===== src/hw/rtl/adc_avg_pkg.sv =====
`timescale 1ns / 1ps
`default_nettype none
// ----------------------------------------------------------------------------
// ADC accumulate and average package
// Widths, channel codes, register indexes and the controller/datapath
// interface types shared by the averager modules.
// ----------------------------------------------------------------------------
package adc_avg_pkg;

	localparam int SAMPLE_WIDTH = 16;
	localparam int SUM_WIDTH    = 32;
	localparam int FIELD_W      = 16;
	localparam int CNT_W        = 16;
	localparam int CFG_W        = 16;
	localparam int NUM_CH       = 4;
	localparam int CH_W         = 2;
	localparam int CFG_IDX_W    = 8;
	localparam int GAIN_FRAC    = 8;

	localparam int S_TDATA_W = NUM_CH * FIELD_W;
	localparam int M_TDATA_W = (NUM_CH + 1) * FIELD_W;

	// The divider retires two quotient bits per cycle.
	localparam int DIV_W     = ((SUM_WIDTH + 1) / 2) * 2;
	localparam int DIV_ITERS = DIV_W / 2;
	localparam int ITER_W    = $clog2(DIV_ITERS);
	localparam int REM_W     = CNT_W + 1;

	localparam int PROD_MIN_W = GAIN_FRAC + FIELD_W + 2;
	localparam int PROD_W = (SAMPLE_WIDTH + CFG_W + 1 > PROD_MIN_W) ?
		(SAMPLE_WIDTH + CFG_W + 1) : PROD_MIN_W;

	localparam logic [CFG_IDX_W-1:0] REG_READY_THRESHOLD = CFG_IDX_W'(0);
	localparam logic [CFG_IDX_W-1:0] REG_VOLTAGE_GAIN    = CFG_IDX_W'(1);

	localparam logic [CFG_W-1:0] READY_THRESHOLD_RST = CFG_W'(327);
	localparam logic [CFG_W-1:0] VOLTAGE_GAIN_RST    = CFG_W'(825);

	typedef enum logic [CH_W-1:0] {
		CH_XRATE,
		CH_YRATE,
		CH_VOLTAGE,
		CH_TEMP
	} chan_t;

	typedef struct packed {
		logic  accum;
		logic  div_load;
		logic  div_step;
		logic  div_store;
		chan_t ch;
		logic  mul;
		logic  scale;
		logic  publish;
		logic  updated;
	} dp_cmd_t;

	typedef struct packed {
		logic over_thresh;
		logic out_busy;
	} dp_status_t;

endpackage
`default_nettype wire


===== src/hw/rtl/adc_avg_ctrl.sv =====
`timescale 1ns / 1ps
`default_nettype none
// ----------------------------------------------------------------------------
// ADC averager controller
// Sequences accumulation, the per-channel divisions, the voltage scaling and
// the hand-off of each result to the output register.
// ----------------------------------------------------------------------------
module adc_avg_ctrl
	import adc_avg_pkg::*;
(
	input  wire logic       clk,
	input  wire logic       arst_n,
	input  wire logic       s_tvalid,
	output logic            s_tready,
	input  wire dp_status_t status,
	output dp_cmd_t         cmd
);

	typedef enum logic [2:0] {
		ST_IDLE,
		ST_CHECK,
		ST_LOAD,
		ST_STEP,
		ST_STORE,
		ST_MUL,
		ST_SCALE,
		ST_PUB
	} state_t;

	state_t            state_q;
	chan_t             ch_q;
	logic [ITER_W-1:0] iter_q;
	logic              updated_q;

	always_ff @(posedge clk or negedge arst_n) begin
		if (!arst_n) begin
			state_q   <= ST_IDLE;
			ch_q      <= CH_XRATE;
			iter_q    <= '0;
			updated_q <= 1'b0;
		end else begin
			unique case (state_q)
				ST_IDLE: begin
					if (s_tvalid) begin
						state_q <= ST_CHECK;
					end
				end
				ST_CHECK: begin
					ch_q <= CH_XRATE;
					if (status.over_thresh) begin
						updated_q <= 1'b1;
						state_q   <= ST_LOAD;
					end else begin
						updated_q <= 1'b0;
						state_q   <= ST_PUB;
					end
				end
				ST_LOAD: begin
					iter_q  <= '0;
					state_q <= ST_STEP;
				end
				ST_STEP: begin
					iter_q <= iter_q + ITER_W'(1);
					if (iter_q == ITER_W'(DIV_ITERS - 1)) begin
						state_q <= ST_STORE;
					end
				end
				ST_STORE: begin
					if (ch_q == CH_TEMP) begin
						state_q <= ST_MUL;
					end else begin
						ch_q    <= chan_t'(ch_q + CH_W'(1));
						state_q <= ST_LOAD;
					end
				end
				ST_MUL: begin
					state_q <= ST_SCALE;
				end
				ST_SCALE: begin
					state_q <= ST_PUB;
				end
				ST_PUB: begin
					if (!status.out_busy) begin
						state_q <= ST_IDLE;
					end
				end
				default: begin
					state_q <= ST_IDLE;
				end
			endcase
		end
	end

	always_comb begin
		s_tready      = (state_q == ST_IDLE);
		cmd.accum     = (state_q == ST_IDLE) && s_tvalid;
		cmd.div_load  = (state_q == ST_LOAD);
		cmd.div_step  = (state_q == ST_STEP);
		cmd.div_store = (state_q == ST_STORE);
		cmd.ch        = ch_q;
		cmd.mul       = (state_q == ST_MUL);
		cmd.scale     = (state_q == ST_SCALE);
		cmd.publish   = (state_q == ST_PUB) && !status.out_busy;
		cmd.updated   = updated_q;
	end

	// A result must never be pushed into an output register that is still full.
	assert property (@(posedge clk) disable iff (!arst_n)
		cmd.publish |-> !status.out_busy)
		else $error("result published while output register busy");

	// The voltage is scaled only after every channel has been divided.
	assert property (@(posedge clk) disable iff (!arst_n)
		cmd.mul |-> $past(cmd.div_store) && $past(ch_q) == CH_TEMP)
		else $error("voltage multiply started before divisions finished");

	// An accepted request always starts with the threshold check.
	assert property (@(posedge clk) disable iff (!arst_n)
		s_tvalid && s_tready |=> state_q == ST_CHECK)
		else $error("accepted request did not start processing");

endmodule
`default_nettype wire


===== src/hw/rtl/adc_avg_dp.sv =====
`timescale 1ns / 1ps
`default_nettype none
// ----------------------------------------------------------------------------
// ADC averager datapath
// Saturating channel sums and sample count, a shared radix-4 restoring
// divider, the voltage gain multiplier and the output register.
// ----------------------------------------------------------------------------
module adc_avg_dp
	import adc_avg_pkg::*;
(
	input  wire logic                  clk,
	input  wire logic                  arst_n,
	input  wire logic [S_TDATA_W-1:0]  s_tdata,
	input  wire logic                  s_tuser,
	input  wire logic                  cfg_valid,
	input  wire logic [CFG_IDX_W-1:0]  cfg_index,
	input  wire logic [CFG_W-1:0]      cfg_data,
	input  wire dp_cmd_t               cmd,
	output dp_status_t                 status,
	output logic                       m_tvalid,
	input  wire logic                  m_tready,
	output logic [M_TDATA_W-1:0]       m_tdata,
	output logic                       m_tuser
);

	localparam logic [DIV_W-1:0] POS_LIM = DIV_W'((1 << (SAMPLE_WIDTH - 1)) - 1);
	localparam logic [DIV_W-1:0] NEG_LIM = DIV_W'(1 << (SAMPLE_WIDTH - 1));

	logic [CFG_W-1:0]               thresh_q;
	logic [CFG_W-1:0]               gain_q;
	logic signed [SUM_WIDTH-1:0]    sum_q [NUM_CH];
	logic [CNT_W-1:0]               cnt_q;
	logic [FIELD_W-1:0]             held_q [NUM_CH];

	logic [DIV_W-1:0]               quo_q;
	logic [REM_W-1:0]               rem_q;
	logic                           neg_q;
	logic signed [SAMPLE_WIDTH-1:0] vavg_q;
	logic signed [PROD_W-1:0]       prod_q;

	logic                           m_tvalid_q;
	logic [M_TDATA_W-1:0]           m_tdata_q;
	logic                           m_tuser_q;

	logic signed [SUM_WIDTH:0]      wide [NUM_CH];
	logic signed [SUM_WIDTH-1:0]    sum_next [NUM_CH];
	logic [CNT_W-1:0]               cnt_base;
	logic [CNT_W-1:0]               cnt_next;

	logic signed [SUM_WIDTH-1:0]    div_sel;
	logic [SUM_WIDTH-1:0]           div_mag;
	logic [REM_W-1:0]               rem1, rem2;
	logic [DIV_W-1:0]               quo1, quo2;
	logic [DIV_W-1:0]               neg_mag;
	logic signed [SAMPLE_WIDTH-1:0] avg_sat;
	logic [FIELD_W-1:0]             volt_sat;

	// Sum and count update for the accepted scan.
	always_comb begin
		for (int i = 0; i < NUM_CH; i++) begin
			wide[i] = (s_tuser ? (SUM_WIDTH + 1)'(0) : {sum_q[i][SUM_WIDTH-1], sum_q[i]})
				+ (SUM_WIDTH + 1)'(signed'(s_tdata[i*FIELD_W +: SAMPLE_WIDTH]));
			if (wide[i][SUM_WIDTH] != wide[i][SUM_WIDTH-1]) begin
				sum_next[i] = {wide[i][SUM_WIDTH], {(SUM_WIDTH - 1){~wide[i][SUM_WIDTH]}}};
			end else begin
				sum_next[i] = wide[i][SUM_WIDTH-1:0];
			end
		end
		cnt_base = s_tuser ? '0 : cnt_q;
		cnt_next = (&cnt_base) ? cnt_base : cnt_base + CNT_W'(1);
	end

	// Two restoring division steps per cycle on the magnitude of the sum.
	always_comb begin
		div_sel = sum_q[cmd.ch];
		div_mag = div_sel[SUM_WIDTH-1] ? SUM_WIDTH'(-div_sel) : SUM_WIDTH'(div_sel);

		rem1 = {rem_q[REM_W-2:0], quo_q[DIV_W-1]};
		quo1 = {quo_q[DIV_W-2:0], 1'b0};
		if (rem1 >= {1'b0, cnt_q}) begin
			rem1    = rem1 - {1'b0, cnt_q};
			quo1[0] = 1'b1;
		end
		rem2 = {rem1[REM_W-2:0], quo1[DIV_W-1]};
		quo2 = {quo1[DIV_W-2:0], 1'b0};
		if (rem2 >= {1'b0, cnt_q}) begin
			rem2    = rem2 - {1'b0, cnt_q};
			quo2[0] = 1'b1;
		end

		neg_mag = -quo_q;
		if (!neg_q) begin
			if (quo_q > POS_LIM) begin
				avg_sat = {1'b0, {(SAMPLE_WIDTH - 1){1'b1}}};
			end else begin
				avg_sat = quo_q[SAMPLE_WIDTH-1:0];
			end
		end else begin
			if (quo_q > NEG_LIM) begin
				avg_sat = {1'b1, {(SAMPLE_WIDTH - 1){1'b0}}};
			end else begin
				avg_sat = neg_mag[SAMPLE_WIDTH-1:0];
			end
		end

		if (prod_q[PROD_W-1]) begin
			volt_sat = '0;
		end else if (|prod_q[PROD_W-2:GAIN_FRAC+FIELD_W]) begin
			volt_sat = '1;
		end else begin
			volt_sat = prod_q[GAIN_FRAC +: FIELD_W];
		end
	end

	always_ff @(posedge clk or negedge arst_n) begin
		if (!arst_n) begin
			thresh_q   <= READY_THRESHOLD_RST;
			gain_q     <= VOLTAGE_GAIN_RST;
			cnt_q      <= '0;
			m_tvalid_q <= 1'b0;
			for (int i = 0; i < NUM_CH; i++) begin
				sum_q[i]  <= '0;
				held_q[i] <= '0;
			end
		end else begin
			if (cfg_valid) begin
				if (cfg_index == REG_READY_THRESHOLD) begin
					thresh_q <= cfg_data;
				end else if (cfg_index == REG_VOLTAGE_GAIN) begin
					gain_q <= cfg_data;
				end
			end
			if (cmd.accum) begin
				cnt_q <= cnt_next;
				for (int i = 0; i < NUM_CH; i++) begin
					sum_q[i] <= sum_next[i];
				end
			end
			if (cmd.div_store && cmd.ch != CH_VOLTAGE) begin
				held_q[cmd.ch] <= FIELD_W'(avg_sat);
			end
			if (cmd.scale) begin
				held_q[CH_VOLTAGE] <= volt_sat;
			end
			if (cmd.publish) begin
				m_tvalid_q <= 1'b1;
			end else if (m_tready) begin
				m_tvalid_q <= 1'b0;
			end
		end
	end

	always_ff @(posedge clk) begin
		if (cmd.div_load) begin
			quo_q <= DIV_W'(div_mag);
			rem_q <= '0;
			neg_q <= div_sel[SUM_WIDTH-1];
		end else if (cmd.div_step) begin
			quo_q <= quo2;
			rem_q <= rem2;
		end
		if (cmd.div_store && cmd.ch == CH_VOLTAGE) begin
			vavg_q <= avg_sat;
		end
		if (cmd.mul) begin
			prod_q <= vavg_q * signed'({1'b0, gain_q});
		end
		if (cmd.publish) begin
			m_tdata_q <= {cnt_q, held_q[CH_TEMP], held_q[CH_VOLTAGE],
				held_q[CH_YRATE], held_q[CH_XRATE]};
			m_tuser_q <= cmd.updated;
		end
	end

	assign status.over_thresh = (cnt_q > thresh_q);
	assign status.out_busy    = m_tvalid_q && !m_tready;
	assign m_tvalid           = m_tvalid_q;
	assign m_tdata            = m_tdata_q;
	assign m_tuser            = m_tuser_q;

	// The count never wraps, so a division is never started with a zero divisor.
	assert property (@(posedge clk) disable iff (!arst_n)
		cmd.div_load |-> cnt_q != '0)
		else $error("division started with zero sample count");

	// A quotient is stored only after the last iteration of the divider.
	assert property (@(posedge clk) disable iff (!arst_n)
		cmd.div_store |-> $past(cmd.div_step))
		else $error("quotient stored before division finished");

	// Without a read request the count advances by one until it saturates.
	assert property (@(posedge clk) disable iff (!arst_n)
		cmd.accum && !s_tuser && cnt_q != '1 |=> cnt_q == $past(cnt_q) + CNT_W'(1))
		else $error("sample count did not advance");

	assert property (@(posedge clk) disable iff (!arst_n)
		cmd.publish |=> m_tvalid)
		else $error("published result not presented");

endmodule
`default_nettype wire


===== src/hw/rtl/adc_accumulate_average.sv =====
`timescale 1ns / 1ps
`default_nettype none
// ----------------------------------------------------------------------------
// ADC accumulate and average
// Integrate-and-dump averager over four-channel ADC scans with a scaled
// voltage output and a saturating sample count.
// ----------------------------------------------------------------------------
//  Channel   Signals                          Carries
//  s_*       tvalid tready tdata[63:0] tuser  one scan request and read flag
//  m_*       tvalid tready tdata[79:0] tuser  held averages, count, update flag
//  cfg_*     valid ready index[7:0] data[15:0] register write
//
// A scan that leaves the count at or below the threshold goes from the
// threshold check straight to the output register. A scan that refreshes the
// averages runs the single divider, which retires two quotient bits per cycle
// and serves the four channels in turn, and then scales the voltage.
// Reset clears sums, count and held averages and loads the register defaults.
// A stalled result waits in the output register; the next scan is accepted
// meanwhile and its result is held back until the register frees.
// ----------------------------------------------------------------------------
module adc_accumulate_average
	import adc_avg_pkg::*;
(
	input  wire logic                  clk,
	input  wire logic                  arst_n,
	input  wire logic                  s_tvalid,
	output logic                       s_tready,
	// xrate_sample, yrate_sample, voltage_sample, temp_sample
	input  wire logic [S_TDATA_W-1:0]  s_tdata,
	// read_request
	input  wire logic                  s_tuser,
	output logic                       m_tvalid,
	input  wire logic                  m_tready,
	// xrate_average, yrate_average, voltage_scaled, temp_average, samples_summed
	output logic [M_TDATA_W-1:0]       m_tdata,
	// averages_updated
	output logic                       m_tuser,
	input  wire logic                  cfg_valid,
	output logic                       cfg_ready,
	input  wire logic [CFG_IDX_W-1:0]  cfg_index,
	input  wire logic [CFG_W-1:0]      cfg_data
);

	dp_cmd_t    cmd;
	dp_status_t status;

	// The user must write registers only while the block is idle; this is not enforced, so no back-pressure.
	assign cfg_ready = 1'b1;

	adc_avg_ctrl u_ctrl (
		.clk      (clk),
		.arst_n   (arst_n),
		.s_tvalid (s_tvalid),
		.s_tready (s_tready),
		.status   (status),
		.cmd      (cmd)
	);

	adc_avg_dp u_dp (
		.clk       (clk),
		.arst_n    (arst_n),
		.s_tdata   (s_tdata),
		.s_tuser   (s_tuser),
		.cfg_valid (cfg_valid),
		.cfg_index (cfg_index),
		.cfg_data  (cfg_data),
		.cmd       (cmd),
		.status    (status),
		.m_tvalid  (m_tvalid),
		.m_tready  (m_tready),
		.m_tdata   (m_tdata),
		.m_tuser   (m_tuser)
	);

endmodule
`default_nettype wire


===== config.mk =====
export PLATFORM = sky130hd
export DESIGN_NAME = adc_accumulate_average
export DESIGN_NICKNAME = d
export VERILOG_FILES = /design/src/hw/rtl/adc_avg_pkg.sv /design/src/hw/rtl/adc_avg_ctrl.sv /design/src/hw/rtl/adc_avg_dp.sv /design/src/hw/rtl/adc_accumulate_average.sv
export SDC_FILE = /design/constraint.sdc
export NUM_CORES = 2
export LEC_CHECK = 0
export ABC_AREA = 1
export BUFFER_PORTS_ARGS = -buffer_cell sky130_fd_sc_hd__buf_4
export CAP_MARGIN = 10
export CORE_UTILIZATION = 50
export CTS_CLUSTER_DIAMETER = 50
export CTS_CLUSTER_SIZE = 10
export DETAILED_ROUTE_END_ITERATION = 6
export PLACE_DENSITY = 0.67
export SYNTH_ARGS = -nofsm -noshare
export SYNTH_HDL_FRONTEND = slang
export SYNTH_HIERARCHICAL = 1
export SYNTH_SLANG_ARGS = --single-unit

===== constraint.sdc =====
create_clock -name clk -period 7.49 [get_ports clk]
set_input_delay 1.498 -clock clk [delete_from_list [all_inputs] [get_ports clk]]
set_output_delay 1.498 -clock clk [all_outputs]
set_load 0.05 [all_outputs]

==> metrics <==
share of post-route cells with drive strength above 1=7.34%; H-Tree Depth=3; total detailed-routing wirelength=120,000 um; part of the power in registers=approximately 28%; number of resized instances in the post-cts repair step=0; number of standard cells after synthesis=5,698; unrepaired setup endpoints after global routing=no; synth top area cells=sky130_fd_sc_hd__nand2_1 (16%), sky130_fd_sc_hd__dfrtp_1 (15%), sky130_fd_sc_hd__edfxtp_1 (12%), sky130_fd_sc_hd__fa_1 (10%), sky130_fd_sc_hd__ha_1 (9.4%); Detailed Place HPWL=between 90,000 and 100,000 um; final-layout setup total negative slack=0 ps; biggest cell delay along the critical path=800 ps; number of enable flip-flop cells after synthesis=roughly 160; met3 routing resource usage after global routing=3.39%; area of the die=~0.081 mm^2; number of I/O pins=approximately 180; Clk pin slew, worst setup/hold paths=~50 ps; synthesized net count=approximately 6,300; initial standard-cell utilization of the core=between 50% and 60%; global-route wire length before repair=~190,000 um; core area=a little under 0.08 mm^2; maximum number of pins on one net before global-route repair=143; final-layout fill cell count=7,758; biggest area consumer among synthesized cells=sky130_fd_sc_hd__nand2_1; proportion of netlist area held by the largest area contributor=about 16%; cts hold-fix bufs=0; vertical die dimension=between 200 and 300 um; proportion of register bits with asynchronous set or reset after synthesis=a little under 60%; number of port buffers=about 180; warnings from Yosys=6; setup skew after layout=35.4 ps; top_reg_cell synth=sky130_fd_sc_hd__dfrtp_1; Worst Path Buf+Inv=4; worst relative slew slack=20.5%; cell with the largest stage delay on the worst path=sky130_fd_sc_hd__edfxtp_1; total number of vias=approximately 36,000; layer with the highest usage=met2; fraction of power consumed by combinational cells=39.4%; part of the total power dissipated in the clock network=around a third; CTS tree=built; CP Cell Sequence=nand2_1 -> fa_1 -> inv_1 -> fa_1 -> fa_1 -> fa_1 -> fa_1 -> inv_1 -> fa_1 -> inv_1 -> ha_1 -> a21oi_1 -> inv_1 -> a21oi_1 -> o21ai_0 -> a221oi_1 -> nand2_1 -> nand2_1 -> nand2_1; flop and latch count out of synthesis=422; switching power as a share of total power=39.8%; top achievable clock speed=around 160 MHz; synthesized area=roughly 0.04 mm^2; switching component of the power=around 4.2 mW; count of buffers added by post-CTS timing repair for setup=0; Fin. Hold Viols=0; clock root cell=sky130_fd_sc_hd__clkbuf_16; Seq/Total Area, Yosys=between 20% and 30%; max-cap violation count=0; num rows=roughly 100; Max Root-Sink Buffers=3; initial DRC count=between 2,000 and 3,000; part of the cycle the worst path needs=between 80 and 90%; layout-stage area growth over the synthesis result=11.6%; clock period minus worst slack=between 6000 and 7000 ps; n_diodes=0; total global routing track utilization=around 30%; cell internal power dissipation=between 6 and 7 mW; DR WL/cell=approximately 17 um; Power per Cell Area=around 240 mW/mm^2; number of setup violations in the final report=0; CTS buffer count=72; weighted congestion reported at the end of routability-driven placement=between 0.9 and 1; depth of the worst register-to-register path=19; Synth top cells by count=sky130_fd_sc_hd__nand2_1 (1,665), sky130_fd_sc_hd__inv_1 (997), sky130_fd_sc_hd__nor2_1 (630); WP data arrival=roughly 6400 ps; mean instance size in the synthesized netlist=approximately 7.0 um^2; residual overflow from global routing=0; max-slew violation count=0; fraction of met2 tracks used by global routing=between 50 and 60%; die boundary width=roughly 280 um; Post-route DRC=0; distinct cell type count after synthesis=60; most frequent CP cell=sky130_fd_sc_hd__fa_1; type of the worst setup path=flop to flop; clock latency at the later pin of the worst-skew pair=630 ps; number of antenna violations at the first check in global routing=0; type of element launching the critical path=flop; CP endpoint kind=flop; number of vias per cell=between 5 and 6; cell family contributing the most delay on the critical path=adder cells; depth of the critical timing path with buffers and inverters included=19; number of antenna-violating nets in the routed design=0; Max Fanout on Critical Path=16; maximum resistive drop on vdd=0.000191 V; Least-Margin Pin Slew=~1200 ps; run status=complete, no violations; Post-layout nets=6,390; clock sink total=between 400 and 500; number of iterations in the first detailed-routing pass=6; endpoint required time on the critical path=slightly below 8000 ps; final worst hold slack=around 430 ps; global-route met1 utilization=a little under two fifths; type of the most critical hold path=flop to flop; worst hold stages=0; via count of the first global-routing pass=between 30,000 and 40,000; Leak=approximately 24 nW; leading cell type by number of instances after synthesis=sky130_fd_sc_hd__nand2_1
-- per-layer routing --
| layer | vias up | wire length, um |
|---|---|---|
| met5 | - | 0 |
| met4 | 0 | 5980 |
| met3 | 241 | 5670 |
| met2 | 1043 | 58400 |
| met1 | 17200 | 49500 |
| li1 | 18000 | - |
-- flip-flops by register name, indices dropped and copies added (netlist names), 2 cells and up --
name            cells
u_dp/thresh_q      16
u_dp/prod_q        25
u_dp/quo_q         32
u_dp/rem_q         16
u_ctrl/ch_q         2
u_dp/cnt_q         16
u_dp/held_q        64
u_ctrl/iter_q       4
u_dp/sum_q        128
u_dp/gain_q        16
u_dp/vavg_q        16
u_ctrl/state_q      3
u_dp/m_tdata       80
-- kinds of logic after synthesis --
kind of cell	count (synthesis)	synth area share [%]
other	1	0.00939
adder cells (fa/ha/maj)	499	19.4
AO/OA/AOI/OAI	626	8.54
AND/OR/NAND/NOR	2810	28.9
buffers and inverters	1189	11.6
XOR/XNOR	151	3.31
flip-flops	422	28.2
-- per-stage QoR --
stage / util [%] / std cells / setup WS, ps / instance area [um^2] / total power [mW]
2_1_floorplan: - / 5698 / 1770 / 39900 / 6.00
3_3_place_gp: 53.1 / 6770 / 1550 / 42000 / 7.03
3_5_place_dp: 53.1 / 6770 / 1490 / 42000 / 7.07
4_1_cts: 56.4 / 6903 / 1470 / 44500 / 10.6
5_1_grt: 56.4 / 6906 / 1120 / 44600 / 11.3
6_report: 56.4 / 6906 / 1430 / 44600 / 10.6
-- layout by cell type, fill, tap and decap left out, types with 8 or more instances in the layout --
cell,count
sky130_fd_sc_hd__nor2_1,628
sky130_fd_sc_hd__nand3b_1,20
sky130_fd_sc_hd__nand2_1,1665
sky130_fd_sc_hd__clkbuf_1,16
sky130_fd_sc_hd__xnor2_1,56
sky130_fd_sc_hd__fa_1,199
sky130_fd_sc_hd__o21bai_1,32
sky130_fd_sc_hd__inv_2,9
sky130_fd_sc_hd__clkbuf_16,74
sky130_fd_sc_hd__nand2_2,9
sky130_fd_sc_hd__xor2_1,95
sky130_fd_sc_hd__a31oi_1,14
sky130_fd_sc_hd__inv_1,997
sky130_fd_sc_hd__bufinv_16,8
sky130_fd_sc_hd__o21ai_0,168
sky130_fd_sc_hd__or2_2,16
sky130_fd_sc_hd__o22ai_1,22
sky130_fd_sc_hd__nand3_1,310
sky130_fd_sc_hd__a21boi_0,8
sky130_fd_sc_hd__a21o_1,15
sky130_fd_sc_hd__nor4_1,10
sky130_fd_sc_hd__buf_4,197
sky130_fd_sc_hd__dfstp_2,11
sky130_fd_sc_hd__nor3_1,40
sky130_fd_sc_hd__nand4_1,41
sky130_fd_sc_hd__a21oi_1,322
sky130_fd_sc_hd__nor2_2,29
sky130_fd_sc_hd__ha_1,300
sky130_fd_sc_hd__o21ai_1,14
sky130_fd_sc_hd__dfrtp_1,238
sky130_fd_sc_hd__inv_6,11
sky130_fd_sc_hd__dfxtp_1,16
sky130_fd_sc_hd__edfxtp_1,155
sky130_fd_sc_hd__o21a_1,10
-- final cells by class --
type / instances / area [um^2] / area share (%)
flip-flops and latches: 422 / 11300 / 25.3
inverters: 1011 / 3810 / 8.54
repair buffers: 203 / 1580 / 3.53
clock buffers: 94 / 1970 / 4.41
well taps: 1050 / 1310 / 2.95
multi-input cells: 4087 / 24100 / 53.9
clock inverters: 39 / 598 / 1.34
-- power by group through the flow --
stage | registers [mW] | logic [mW] | clock network, mW
floorplan | 2.83 | 3.16 | 0
global placement | 2.96 | 4.07 | 0
detailed placement | 2.96 | 4.11 | 0
CTS | 2.92 | 4.14 | 3.54
global route | 2.95 | 4.73 | 3.66
finish | 2.93 | 4.16 | 3.48
-- final timing paths --
| path | slack (ps) | to | from |
|---|---|---|---|
| setup / recovery | 1430 | u_dp/prod_q[27] | u_dp/vavg_q[7] |
| hold / removal | 430 | u_dp/m_tdata[33] | u_dp/held_q[17] |
| max in group asynchronous | 5410 | u_ctrl/ch_q[0] | arst_n |
| hold reg to reg | 430 | u_dp/m_tdata[33] | u_dp/held_q[17] |
| min in group asynchronous | 790 | u_dp/held_q[23] | arst_n |
| setup reg to reg | 1430 | u_dp/prod_q[27] | u_dp/vavg_q[7] |
Note: power is estimated with default switching activity, not from simulation.
